<file path="src/hw/rtl/rtph264_pkg.sv">
// shared types and constants for the rtp h264 depacketizer
package rtph264_pkg;

  localparam int unsigned ClockRateW     = 20;
  localparam logic [19:0] ClockRateReset = 20'd90000;
  localparam int unsigned TsMsW          = 29;
  localparam logic [28:0] TsMax          = 29'h1FFF_FFFF;

  localparam logic [2:0] StNone      = 3'd0;
  localparam logic [2:0] StFragDrop  = 3'd1;
  localparam logic [2:0] StSeqGap    = 3'd2;
  localparam logic [2:0] StStapBad   = 3'd3;
  localparam logic [2:0] StFragOrder = 3'd4;

  localparam logic [1:0] KindNone   = 2'd0;
  localparam logic [1:0] KindSingle = 2'd1;
  localparam logic [1:0] KindFua    = 2'd2;
  localparam logic [1:0] KindStap   = 2'd3;

  localparam logic [4:0] NalFua  = 5'd28;
  localparam logic [4:0] NalStap = 5'd24;
  localparam logic [4:0] NalMax  = 5'd23;

  localparam logic [1:0] PhLenHi = 2'd0;
  localparam logic [1:0] PhLenLo = 2'd1;
  localparam logic [1:0] PhData  = 2'd2;

  // one result word
  typedef struct packed {
    logic       has_byte;
    logic [7:0] out_byte;
    logic       unit_end;
    logic       from_fragments;
    logic [2:0] status;
  } res_t;

  // controller to datapath
  typedef struct packed {
    logic div_start;
  } dp_cmd_t;

  // datapath to controller
  typedef struct packed {
    logic        div_busy;
  } dp_sts_t;

endpackage

</file>
<file path="src/hw/rtl/rtph264_div.sv">
// timestamp to millisecond datapath: multiply by 1000 then restoring divide
module rtph264_div #(
  parameter int unsigned ClockRateW = rtph264_pkg::ClockRateW
) (
  input  logic                       clk_i,
  input  logic                       rst_ni,
  input  rtph264_pkg::dp_cmd_t       cmd_i,
  input  logic [31:0]                ts_i,
  input  logic [ClockRateW-1:0]      rate_i,
  output rtph264_pkg::dp_sts_t       sts_o,
  output logic [28:0]                ms_o
);
  localparam int unsigned NumW = 42;

  typedef enum logic [1:0] {
    PhMul,
    PhIter,
    PhDone
  } ph_e;

  logic [NumW-1:0]       num_q, num_d;
  logic [NumW-1:0]       quo_q, quo_d;
  logic [ClockRateW:0]   rem_q, rem_d;
  logic [ClockRateW-1:0] den_q, den_d;
  logic [5:0]            cnt_q, cnt_d;
  logic                  busy_q, busy_d;
  ph_e                   ph_q, ph_d;
  logic [28:0]           ms_q, ms_d;
  logic [ClockRateW:0]   trial;
  logic [ClockRateW:0]   sh;

  always_comb begin
    num_d  = num_q;
    quo_d  = quo_q;
    rem_d  = rem_q;
    den_d  = den_q;
    cnt_d  = cnt_q;
    busy_d = busy_q;
    ph_d   = ph_q;
    ms_d   = ms_q;
    sh     = {rem_q[ClockRateW-1:0], num_q[NumW-1]};
    trial  = sh - {1'b0, den_q};
    if (cmd_i.div_start) begin
      num_d  = {10'd0, ts_i};
      den_d  = rate_i;
      busy_d = 1'b1;
      ph_d   = PhMul;
    end else if (busy_q) begin
      case (ph_q)
        PhMul: begin
          // times 1000 as 1024 - 16 - 8
          num_d = (num_q << 10) - (num_q << 4) - (num_q << 3);
          rem_d = '0;
          quo_d = '0;
          cnt_d = 6'(NumW);
          ph_d  = PhIter;
        end
        PhIter: begin
          num_d = {num_q[NumW-2:0], 1'b0};
          if (sh >= {1'b0, den_q}) begin
            rem_d = trial;
            quo_d = {quo_q[NumW-2:0], 1'b1};
          end else begin
            rem_d = sh;
            quo_d = {quo_q[NumW-2:0], 1'b0};
          end
          cnt_d = cnt_q - 6'd1;
          if (cnt_q == 6'd1) ph_d = PhDone;
        end
        default: begin
          if (den_q == '0 || quo_q > NumW'(rtph264_pkg::TsMax)) begin
            ms_d = rtph264_pkg::TsMax;
          end else begin
            ms_d = quo_q[28:0];
          end
          busy_d = 1'b0;
        end
      endcase
    end
  end

  always_ff @(posedge clk_i or negedge rst_ni) begin
    if (!rst_ni) begin
      busy_q <= 1'b0;
      ph_q   <= PhMul;
      cnt_q  <= '0;
      ms_q   <= '0;
      num_q  <= '0;
      quo_q  <= '0;
      rem_q  <= '0;
      den_q  <= '0;
    end else begin
      busy_q <= busy_d;
      ph_q   <= ph_d;
      cnt_q  <= cnt_d;
      ms_q   <= ms_d;
      num_q  <= num_d;
      quo_q  <= quo_d;
      rem_q  <= rem_d;
      den_q  <= den_d;
    end
  end

  assign sts_o.div_busy = busy_q;
  assign ms_o           = ms_q;
endmodule

</file>
<file path="src/hw/rtl/rtph264_ctrl.sv">
// packet parsing controller: decodes one byte into up to six results
module rtph264_ctrl (
  input  logic                 clk_i,
  input  logic                 rst_ni,
  input  logic                 in_fire_i,
  input  logic [7:0]           b_i,
  input  logic                 first_i,
  input  logic                 last_i,
  input  logic [15:0]          seq_i,
  output rtph264_pkg::dp_cmd_t cmd_o,
  output rtph264_pkg::res_t    res_o [6],
  output logic [2:0]           cnt_o,
  output logic                 new_ts_o
);
  logic        seq_seen_q, seq_seen_d;
  logic [15:0] last_seq_q, last_seq_d;
  logic        frag_q, frag_d;
  logic [1:0]  kind_q, kind_d;
  logic        skip_q, skip_d;
  logic [1:0]  idx_q, idx_d;
  logic [7:0]  ind_q, ind_d;
  logic        fend_q, fend_d;
  logic [15:0] rem_q, rem_d;
  logic [1:0]  ph_q, ph_d;
  logic        bad_q, bad_d;
  logic [1:0]  idx;
  logic [4:0]  t;
  logic [15:0] remv;
  rtph264_pkg::res_t r [6];
  logic [2:0]  n;
  logic        newts;

  function automatic rtph264_pkg::res_t mk(logic h, logic [7:0] v, logic e, logic f,
                                           logic [2:0] s);
    rtph264_pkg::res_t x;
    x.has_byte = h;
    x.out_byte = h ? v : 8'd0;
    x.unit_end = e;
    x.from_fragments = f;
    x.status = s;
    return x;
  endfunction

  always_comb begin
    seq_seen_d = seq_seen_q; last_seq_d = last_seq_q; frag_d = frag_q;
    kind_d = kind_q; skip_d = skip_q; idx_d = idx_q; ind_d = ind_q;
    fend_d = fend_q; rem_d = rem_q; ph_d = ph_q; bad_d = bad_q;
    for (int i = 0; i < 6; i++) r[i] = '0;
    n = 3'd0; newts = 1'b0; idx = idx_q; t = b_i[4:0]; remv = '0;
    if (in_fire_i) begin
      if (kind_q == rtph264_pkg::KindNone && !skip_q) begin
        if (first_i) begin
          newts = 1'b1;
          idx_d = 2'd0; bad_d = 1'b0; ph_d = rtph264_pkg::PhLenHi; rem_d = '0;
          if (seq_seen_q && seq_i != last_seq_q + 16'd1) begin
            frag_d = 1'b0; fend_d = 1'b0; last_seq_d = seq_i;
            r[n] = mk(1'b0, 8'h00, 1'b0, 1'b0, rtph264_pkg::StSeqGap); n = n + 3'd1;
            kind_d = rtph264_pkg::KindNone; skip_d = 1'b1;
          end else begin
            seq_seen_d = 1'b1; last_seq_d = seq_i;
            if (t >= 5'd1 && t <= rtph264_pkg::NalMax) kind_d = rtph264_pkg::KindSingle;
            else if (t == rtph264_pkg::NalFua) kind_d = rtph264_pkg::KindFua;
            else if (t == rtph264_pkg::NalStap) kind_d = rtph264_pkg::KindStap;
            else begin kind_d = rtph264_pkg::KindNone; skip_d = 1'b1; end
          end
        end
      end
      if (newts || kind_q != rtph264_pkg::KindNone || skip_q) begin
        idx = newts ? 2'd0 : idx_q;
        case (kind_d)
          rtph264_pkg::KindSingle: begin
            if (idx == 2'd0) begin
              r[n]   = mk(1'b1, 8'h00, 1'b0, 1'b0, rtph264_pkg::StNone);
              r[n+1] = mk(1'b1, 8'h00, 1'b0, 1'b0, rtph264_pkg::StNone);
              r[n+2] = mk(1'b1, 8'h00, 1'b0, 1'b0, rtph264_pkg::StNone);
              r[n+3] = mk(1'b1, 8'h01, 1'b0, 1'b0, rtph264_pkg::StNone);
              n = n + 3'd4;
            end
            r[n] = mk(1'b1, b_i, last_i, 1'b0, rtph264_pkg::StNone); n = n + 3'd1;
          end
          rtph264_pkg::KindFua: begin
            if (idx == 2'd0) ind_d = b_i;
            else if (idx == 2'd1) begin
              if (b_i[7] && b_i[6]) begin
                frag_d = 1'b0; fend_d = 1'b0;
                r[n] = mk(1'b0, 8'h00, 1'b0, 1'b0, rtph264_pkg::StFragOrder);
                n = n + 3'd1;
                kind_d = rtph264_pkg::KindNone; skip_d = 1'b1;
              end else if (b_i[7]) begin
                if (frag_q) begin
                  r[n] = mk(1'b0, 8'h00, 1'b0, 1'b0, rtph264_pkg::StFragDrop);
                  n = n + 3'd1;
                end
                frag_d = 1'b1; fend_d = 1'b0;
                r[n]   = mk(1'b1, 8'h00, 1'b0, 1'b1, rtph264_pkg::StNone);
                r[n+1] = mk(1'b1, 8'h00, 1'b0, 1'b1, rtph264_pkg::StNone);
                r[n+2] = mk(1'b1, 8'h00, 1'b0, 1'b1, rtph264_pkg::StNone);
                r[n+3] = mk(1'b1, 8'h01, 1'b0, 1'b1, rtph264_pkg::StNone);
                r[n+4] = mk(1'b1, (ind_q & 8'he0) | {3'd0, b_i[4:0]}, 1'b0, 1'b1,
                            rtph264_pkg::StNone);
                n = n + 3'd5;
              end else if (b_i[6]) begin
                if (!frag_q) begin
                  fend_d = 1'b0;
                  r[n] = mk(1'b0, 8'h00, 1'b0, 1'b0, rtph264_pkg::StFragOrder);
                  n = n + 3'd1;
                  kind_d = rtph264_pkg::KindNone; skip_d = 1'b1;
                end else fend_d = 1'b1;
              end else if (!frag_q) begin
                kind_d = rtph264_pkg::KindNone; skip_d = 1'b1;
              end
            end else if (frag_q) begin
              r[n] = mk(1'b1, b_i, last_i && fend_q, 1'b1, rtph264_pkg::StNone);
              n = n + 3'd1;
            end
          end
          rtph264_pkg::KindStap: begin
            if (idx != 2'd0) begin
              case (ph_d)
                rtph264_pkg::PhLenHi: begin
                  rem_d = {b_i, 8'd0}; ph_d = rtph264_pkg::PhLenLo;
                end
                rtph264_pkg::PhLenLo: begin
                  rem_d = {rem_q[15:8], b_i};
                  if (rem_d == '0 || last_i) begin
                    bad_d = 1'b1; ph_d = rtph264_pkg::PhLenHi;
                  end else begin
                    r[n]   = mk(1'b1, 8'h00, 1'b0, 1'b0, rtph264_pkg::StNone);
                    r[n+1] = mk(1'b1, 8'h00, 1'b0, 1'b0, rtph264_pkg::StNone);
                    r[n+2] = mk(1'b1, 8'h00, 1'b0, 1'b0, rtph264_pkg::StNone);
                    r[n+3] = mk(1'b1, 8'h01, 1'b0, 1'b0, rtph264_pkg::StNone);
                    n = n + 3'd4; ph_d = rtph264_pkg::PhData;
                  end
                end
                default: begin
                  remv = rem_q - 16'd1; rem_d = remv;
                  r[n] = mk(1'b1, b_i, (remv == '0) || last_i, 1'b0, rtph264_pkg::StNone);
                  n = n + 3'd1;
                  if (remv == '0) ph_d = rtph264_pkg::PhLenHi;
                end
              endcase
            end
          end
          default: ;
        endcase
        if (last_i) begin
          if (kind_d == rtph264_pkg::KindFua && frag_d && fend_d) begin
            if (idx == 2'd1) begin
              r[n] = mk(1'b0, 8'h00, 1'b1, 1'b1, rtph264_pkg::StNone); n = n + 3'd1;
            end
            frag_d = 1'b0; fend_d = 1'b0;
          end else if (kind_d == rtph264_pkg::KindStap) begin
            if (idx <= 2'd2 || ph_d != rtph264_pkg::PhLenHi || bad_d) begin
              r[n] = mk(1'b0, 8'h00, 1'b0, 1'b0, rtph264_pkg::StStapBad); n = n + 3'd1;
            end
          end
          kind_d = rtph264_pkg::KindNone; skip_d = 1'b0; idx_d = 2'd0;
          ph_d = rtph264_pkg::PhLenHi; rem_d = '0; bad_d = 1'b0;
        end else begin
          idx_d = (idx < 2'd3) ? idx + 2'd1 : 2'd3;
        end
      end
    end
  end

  always_ff @(posedge clk_i or negedge rst_ni) begin
    if (!rst_ni) begin
      seq_seen_q <= 1'b0; last_seq_q <= '0; frag_q <= 1'b0;
      kind_q <= rtph264_pkg::KindNone; skip_q <= 1'b0; idx_q <= '0; ind_q <= '0;
      fend_q <= 1'b0; rem_q <= '0; ph_q <= rtph264_pkg::PhLenHi; bad_q <= 1'b0;
    end else begin
      seq_seen_q <= seq_seen_d; last_seq_q <= last_seq_d; frag_q <= frag_d;
      kind_q <= kind_d; skip_q <= skip_d; idx_q <= idx_d; ind_q <= ind_d;
      fend_q <= fend_d; rem_q <= rem_d; ph_q <= ph_d; bad_q <= bad_d;
    end
  end

  assign cmd_o.div_start = newts;
  assign res_o    = r;
  assign cnt_o    = n;
  assign new_ts_o = newts;
endmodule

</file>
<file path="src/hw/rtl/rtp_h264_depacketizer.sv">
// top level of the rtp h264 depacketizer
//  channel | dir | handshake               | payload
//  s_axis  | in  | s_axis_tvalid/tready    | data byte, first/last flags, seq, timestamp
//  m_axis  | out | m_axis_tvalid/tready    | stream byte, flags, ms timestamp, status
//  cfg     | in  | cfg_valid_i/cfg_ready_o | clock_rate
// an input word is decoded combinationally; its results (up to six) go out one per
// cycle while m_axis_tready is high and the divider is idle
// after a packet's first word the divider runs, stalling both sides
// reset clears all parser state and sets clock_rate to 90000
// the input stalls while results are pending or the divider runs
module rtp_h264_depacketizer #(
  parameter int unsigned ClockRateW = rtph264_pkg::ClockRateW
) (
  input  logic                  clk_i,
  input  logic                  rst_ni,
  input  logic                  s_axis_tvalid,
  output logic                  s_axis_tready,
  input  logic [55:0]           s_axis_tdata,  // data_byte, seq_number, rtp_timestamp
  input  logic                  s_axis_tlast,  // last_of_packet
  input  logic                  s_axis_tuser,  // first_of_packet
  output logic                  m_axis_tvalid,
  input  logic                  m_axis_tready,
  output logic [39:0]           m_axis_tdata,  // out_byte, timestamp_ms, status
  output logic                  m_axis_tlast,  // last_in_run
  output logic [2:0]            m_axis_tuser,  // has_byte, unit_end, from_fragments
  input  logic                  cfg_valid_i,
  output logic                  cfg_ready_o,
  input  logic [ClockRateW-1:0] cfg_data_i
);
  logic [ClockRateW-1:0] rate_q;
  rtph264_pkg::res_t     res [6];
  rtph264_pkg::res_t     buf_q [6];
  logic [2:0]            cnt, n_q, rd_q;
  logic                  newts, fire, hold_q;
  rtph264_pkg::dp_cmd_t  cmd;
  rtph264_pkg::dp_sts_t  sts;
  logic [28:0]           ms;
  rtph264_pkg::res_t     cur;

  assign s_axis_tready = (n_q == 3'd0) && !sts.div_busy && !hold_q;
  assign fire          = s_axis_tvalid && s_axis_tready;
  assign cfg_ready_o   = 1'b1;

  rtph264_ctrl u_ctrl (
    .clk_i, .rst_ni, .in_fire_i(fire), .b_i(s_axis_tdata[7:0]),
    .first_i(s_axis_tuser), .last_i(s_axis_tlast), .seq_i(s_axis_tdata[23:8]),
    .cmd_o(cmd), .res_o(res), .cnt_o(cnt), .new_ts_o(newts)
  );

  rtph264_div #(.ClockRateW(ClockRateW)) u_div (
    .clk_i, .rst_ni, .cmd_i(cmd), .ts_i(s_axis_tdata[55:24]), .rate_i(rate_q),
    .sts_o(sts), .ms_o(ms)
  );

  always_ff @(posedge clk_i or negedge rst_ni) begin
    if (!rst_ni) begin
      rate_q <= ClockRateW'(rtph264_pkg::ClockRateReset);
      n_q    <= '0;
      rd_q   <= '0;
      hold_q <= 1'b0;
    end else begin
      if (cfg_valid_i) rate_q <= cfg_data_i;
      hold_q <= fire && newts;
      if (fire) begin
        n_q  <= cnt;
        rd_q <= '0;
      end else if (m_axis_tvalid && m_axis_tready) begin
        if (rd_q + 3'd1 == n_q) begin
          n_q  <= '0;
          rd_q <= '0;
        end else begin
          rd_q <= rd_q + 3'd1;
        end
      end
    end
  end

  always_ff @(posedge clk_i) begin
    if (fire) buf_q <= res;
  end

  assign cur           = buf_q[rd_q];
  assign m_axis_tvalid = (n_q != 3'd0) && !sts.div_busy && !hold_q;
  assign m_axis_tlast  = (rd_q + 3'd1 == n_q);
  assign m_axis_tuser  = {cur.from_fragments, cur.unit_end, cur.has_byte};
  assign m_axis_tdata  = {cur.status, (cur.unit_end ? ms : 29'd0), cur.out_byte};
endmodule
</file>
<file path="config.mk">
export PLATFORM = sky130hd
export DESIGN_NAME = rtp_h264_depacketizer
export DESIGN_NICKNAME = d
export VERILOG_FILES = /design/src/hw/rtl/rtph264_pkg.sv /design/src/hw/rtl/rtph264_div.sv /design/src/hw/rtl/rtph264_ctrl.sv /design/src/hw/rtl/rtp_h264_depacketizer.sv
export SDC_FILE = /design/constraint.sdc
export NUM_CORES = 1
export LEC_CHECK = 0
export BUFFER_PORTS_ARGS = -buffer_cell sky130_fd_sc_hd__buf_2
export CAP_MARGIN = 20
export CORE_MARGIN = 5
export CORE_UTILIZATION = 55
export CTS_CLUSTER_DIAMETER = 50
export DETAILED_ROUTE_END_ITERATION = 7
export PLACE_DENSITY = 0.8
export SYNTH_ARGS = -nofsm -noshare
export SYNTH_HDL_FRONTEND = slang
export SYNTH_SLANG_ARGS = --single-unit
</file>
<file path="constraint.sdc">
create_clock -name clk_i -period 11.81 [get_ports clk_i]
set_clock_uncertainty 0.1 [all_clocks]
set_input_delay 1.7715 -clock clk_i [delete_from_list [all_inputs] [get_ports clk_i]]
set_output_delay 1.7715 -clock clk_i [all_outputs]
set_load 0.01 [all_outputs]
</file>
* Yosys cells after proc, flatten, opt, wreduce, memory -nomap -nowiden
Index checks and enable logic that the tools add are counted.
Operators by class: add/subtract/negate cells 20, order comparisons 29, equal/unequal tests 15, mux-type cells 219, bitwise logic cells 52, reduce and logical (&&, ||, !) cells 65
Operator list (count):
- 84-bit 2-to-1 mux | 29
- 14-bit demux with 3-bit select | 11
- 72-bit bitwise AND | 6
- 72-bit NOT | 6
- 78-bit bitwise AND | 5
- 78-bit NOT | 5
- 84-bit bitwise mux | 4
- 84-bit case mux with 3 select lines | 1
- 33-bit by 4-bit greater-or-equal comparator with 1-bit output, second input constant | 7
- 33-bit by 1-bit less-than comparator with 1-bit output, second input constant | 7
- 32-bit NOT with 33-bit output | 7
- 14-bit 2-to-1 mux | 16
- 42-bit case mux with 2 select lines | 2
- 84-bit case mux with 2 select lines | 1
- 3-bit 2-to-1 mux | 37
- 16-bit 2-to-1 mux | 6
- 42-bit 2-to-1 mux | 2
- 42-bit subtractor | 2
- 2-bit 2-to-1 mux | 38
- 12-bit OR | 6
- 66-bit bitwise AND | 1
- 66-bit NOT | 1
- 1-bit 2-to-1 mux | 61
- 29-bit 2-to-1 mux | 2
- other kinds (52) | 137
Storage, ports and cells: register bits 324, input bits 83, output and inout port bits 47, logic and storage cells 454

* Logic depth before layout (Yosys ltp)
depth after elaboration 40, mapped depth 18, gate-level depth less buffers 17

* Hierarchy
Synthesis repeated with hierarchy kept, for this count alone.
Second synthesis, totals: cells, all modules 2001, area total of the unflattened synthesis 20019.2 µm²
Modules (own cells, without submodules):
- rtph264_div | instances 1, cells each 1136, area an instance 10747.8 µm², sequential area each 4053.9 µm²
- rtph264_ctrl | instances 1, cells each 601, area an instance 4740.8 µm², sequential area each 1151.1 µm²
- rtp_h264_depacketizer | instances 1, cells each 264, area an instance 4530.6 µm², sequential area each 3209.3 µm²

* Least setup slack after synthesis
OpenSTA, ideal clock, no wires.
path kind input port to flip-flop, start input s_axis_tdata[14], end register buf_q[72] (netlist bit), data pin, setup time 265 ps, data arrival time 4895 ps, required time 11445 ps, path slack 6550 ps, stages 16, buffers on the path 1, path through or3b_1 a2111o_1 nand3_1 o21ai_0 nand4bb_1 o211ai_1 ha_1 clkbuf_1 nor2_1 a21o_1 a22o_1 a22o_1 a31oi_1 o21ai_2 nor3_1 nor4_1
Between the ends: word-level cells in the longest chain between the ends 39, elaborated cells between the ends (all ways) 214, classes of those cells add/sub: 11; order compare: 22; eq/ne: 6; mux: 124; bitwise: 34; reduce/logical: 17
RTL lines:
- from (decl) | line rtp_h264_depacketizer.sv:18 | input logic [55:0] s_axis_tdata,
- 16-bit != test (*) | line rtph264_ctrl.sv:55 | if (seq_seen_q && seq_i != last_seq_q + 16'd1) begin
- 1-bit logical AND (*) | line rtph264_ctrl.sv:55
- 1-bit 2-to-1 mux | line rtph264_ctrl.sv:55
- 3-bit 2-to-1 mux | line rtph264_ctrl.sv:52 | if (first_i) begin
- 3-bit 2-to-1 mux | line rtph264_ctrl.sv:51 | if (kind_q == rtph264_pkg::KindNone && !skip_q) begin
- 3-bit 2-to-1 mux | line rtph264_ctrl.sv:50 | if (in_fire_i) begin
- 3-bit by 1-bit adder with 3-bit output or 3-bit NOT with 4-bit output (tied branches)
- 3-bit 2-to-1 mux (tied with other cells) | line rtph264_ctrl.sv:90, rtph264_ctrl.sv:112
- [23 not listed]
- 84-bit 2-to-1 mux | line rtph264_ctrl.sv:68 | if (newts || kind_q != rtph264_pkg::KindNone || skip_q) begin
- 84-bit 2-to-1 mux | line rtph264_ctrl.sv:50
- 72-bit bitwise AND (no line)
- 84-bit 2-to-1 mux | line rtph264_ctrl.sv:153 | if (idx <= 2'd2 || ph_d != rtph264_pkg::PhLenHi || bad_d) begin
- 84-bit 2-to-1 mux | line rtph264_ctrl.sv:152 | end else if (kind_d == rtph264_pkg::KindStap) begin
- 84-bit 2-to-1 mux | line rtph264_ctrl.sv:147 | if (kind_d == rtph264_pkg::KindFua && frag_d && fend_d) begin
- 84-bit 2-to-1 mux (*) | line rtph264_ctrl.sv:146 | if (last_i) begin
- 84-bit 2-to-1 mux (*) | line rtph264_ctrl.sv:68
- to (signal assigned) | line rtp_h264_depacketizer.sv:79 | if (fire) buf_q <= res;
- to (decl) | line rtp_h264_depacketizer.sv:32 | rtph264_pkg::res_t buf_q [6];
Mark *: on every way between the ends. The rest lies on a longest branch, timed or not. The select of a mux whose other input is x is not followed. A chain may end at the register's enable or synchronous reset.

* Worst setup path after layout
Same ends and word-level chain as after synthesis.

==> flow_metrics.py <==
metrics = {
    "detailed_routing": {
        "drt-total-wl_um": 45800,
        "vias_per_cell": 6.02,
        "firstDrtPassIters": 5,
        "drt_iter0_drc": 1382,
        "wl_per_cell_um": 18.0,
        "drc_errors": 0,
        "vias": 15300,
        "antenna_left": 0,
    },
    "synth": {
        "synth_commonest_cells": "297 x nand2_1, 226 x dfrtp_1, 156 x o21ai_0, 119 x nor2_1, 111 x a21oi_1",
        "ys_seq_area_frac": 0.423,
        "synthArstFlopShare": 0.791,
        "synth.area.top_cells": "dfrtp_1 31%, edfxtp_1 10%, nand2_1 6.1%",
        "syn_area_per_cell_um2": 9.29,
        "synth_flop_cell": "dfrtp_1",
        "synth_top_area_share": 0.308,
        "synth.distinct_cells": 89,
        "synthesis.instances": 1974,
        "synth_warnings": 0,
        "yosysTopAreaCell": "dfrtp_1",
        "synth-seq-cells": 297,
        "yosysMostFrequentCell": "nand2_1",
        "synth-edff-count": 62,
        "syn-cell-area_um2": 18300,
    },
    "clocking": {
        "cts_made_buffers": 38,
        "cts_tree": "built",
        "post_cts_buffers": 0,
        "worstSkewPairLatency_ns": 0.53,
        "cts_max_path_buffers": 3,
        "clk_pin_slew_worst_paths_ns": 0.06,
        "htreeDepth": 2,
        "cts_root_buf": "clkbuf_16",
        "holdBufCountCts": 0,
        "cts_sinks": 297,
        "cts_resized": 0,
    },
    "critical_path": {
        "critPathArrivalTime_ns": 5.45,
        "start_kind": "input pin",
        "endpoint_kind": "flop",
        "required_ns": 11.98,
        "path_max_fanout": 9,
        "critPathKind": "input pin to flop",
    },
    "floorplanning": {
        "start_util": 0.561,
        "die_h_um": 193,
        "core_um2": 32700,
        "die-area_um2": 37100,
        "die_w_um": 193,
        "row_count": 66,
        "ios": 130,
    },
    "sta": {
        "drv_slew": 0,
        "hold_viol": 0,
        "worst_pin_slew_ns": 1.07,
        "finalCriticalPeriod_ns": 5.27,
        "rsz0062_at_grt": "no",
        "post-route-period-util": 0.447,
        "tns_ns": 0,
        "fmax_ghz": 0.190,
        "setup_viol": 0,
        "relSlewSlack": 0.288,
    },
    "finish": {
        "layout-drive-gt1-share": 0.138,
        "multi_input_area_um2": 9920,
        "syn_to_final_growth_pct": 12.9,
        "final_util": 0.633,
        "final_nets": 2265,
        "seqCellArea_um2": 7750,
        "postLayoutCellArea_um2": 20700,
        "fillers": 2692,
    },
    "global_routing": {
        "grt_start_max_net_pins": 90,
        "antenna_found_initial": 4,
        "grt_pass1_wl_um": 74700,
        "gr-total-overflow": 0,
        "grt_usage": 0.245,
        "grt_pass1_vias": 14900,
    },
    "worst_hold_path": {
        "hold_class": "flop to flop",
    },
    "flow_run": {
        "cap_violations": 0,
    },
    "status": {
        "status": "finished, final reports clean",
    },
    "place": {
        "place_hpwl_um": 32400,
        "place_area_um2": 19300,
        "io_buffers": 128,
        "gp_congestion": 0.969,
    },
}
## worst max-delay path, stage by stage
cell and delay (ns):
buf_2 0.13, or3b_1 0.38, a2111o_1 0.41, nand3_1 0.09, o21ai_0 0.08, nand4bb_1 0.26
o211ai_1 0.49, ha_1 0.39, nor2_1 0.11, a21o_1 0.16, a22o_1 0.17, a22o_1 0.17
a31oi_1 0.20, o21ai_2 0.17, nor3_1 0.37, nor4_1 0.09
## stage by stage
step | std cells | hold slack (ns) | setup WS (ns)
after global placement | 2470 | 0.352 | 6.15
after detailed placement | 2471 | 0.358 | 6.10
after CTS | 2541 | 0.369 | 6.62
after floorplan | 1985 | 0.335 | 6.55
after global routing | 2545 | 0.407 | 6.24
final | 2545 | 0.366 | 6.54
## layer usage
metal | routed length (um) | global-route usage | up-vias
li1 | - | - | 7235
met1 | 20000 | 0.338 | 7364
met2 | 21200 | 0.394 | 590
met3 | 3240 | 0.0438 | 120
met4 | 1320 | 0.0804 | 6
met5 | 34 | 0 | -
## logic make-up after synthesis
| group | Yosys count | share of synthesized area |
|---|---|---|
| flip-flops | 297 | 0.423 |
| multiplexers | 68 | 0.0449 |
| AO/OA/AOI/OAI | 512 | 0.182 |
| adder cells (fa/ha/maj) | 110 | 0.0881 |
| other | 2 | 0.000409 |
| buffers and inverters | 194 | 0.0404 |
| AND/OR/NAND/NOR | 706 | 0.181 |
| XOR/XNOR | 85 | 0.0406 |
## flip-flops by register name, summed over array words and instances (netlist names), 3 cells and up
name	cells
u_div.rem_q	20
rd_q	3
u_div.num_q	42
u_div.ms_o	29
u_ctrl.last_seq_q	16
u_div.cnt_q	6
u_div.quo_q	42
buf_q	62
n_q	3
u_ctrl.rem_q	16
rate_q	20
u_div.den_q	20
u_ctrl.ind_q	3
## final timing paths
kind / from / to / slack [ns] / depth (start not counted)
max in group asynchronous: rst_ni / u_div.num_q[33] / 9.33 / 3
worst min register to register: u_div.quo_q[41] / u_div.quo_q[41] / 0.37 / 2
worst min-delay path: u_div.quo_q[41] / u_div.quo_q[41] / 0.37 / 2
min in group asynchronous: rst_ni / rate_q[13] / 1.12 / 1
worst max register to register: u_ctrl.last_seq_q[0] / buf_q[72] / 7.01 / 16
worst max-delay path: s_axis_tdata[14] / buf_q[72] / 6.54 / 16
## area by class of cell
cell class                      instances  share of cell area
Multi-Input combinational cell       1494               0.479
Sequential cell                       297               0.375
Clock buffer                           49              0.0519
Timing Repair Buffer                  144              0.0399
Tap cell                              442              0.0267
Inverter                               97              0.0176
Clock inverter                         21             0.00973
Antenna cell                            1            0.000121
## placed cells by master (no fill, tap or decap), types with 24 or more instances in the layout
master / netlist / layout
xnor2_1: 51 / 51
buf_2: 4 / 127
fa_1: 32 / 32
mux2_2: 24 / 24
dfrtp_1: 226 / 226
o22a_1: 32 / 32
nor2_1: 119 / 116
clkbuf_16: 0 / 39
inv_1: 94 / 93
nor2b_1: 56 / 55
nor3_1: 26 / 26
a21oi_1: 111 / 111
o21ai_0: 156 / 156
ha_1: 78 / 78
nand3_1: 80 / 80
nand2_1: 297 / 296
a21o_1: 42 / 42
xor2_1: 34 / 34
mux2i_1: 35 / 35
edfxtp_1: 62 / 62
Power is left out: the tool's default activity adds up to more than one toggle a clock period on the data nets, which glitch-free logic cannot reach.
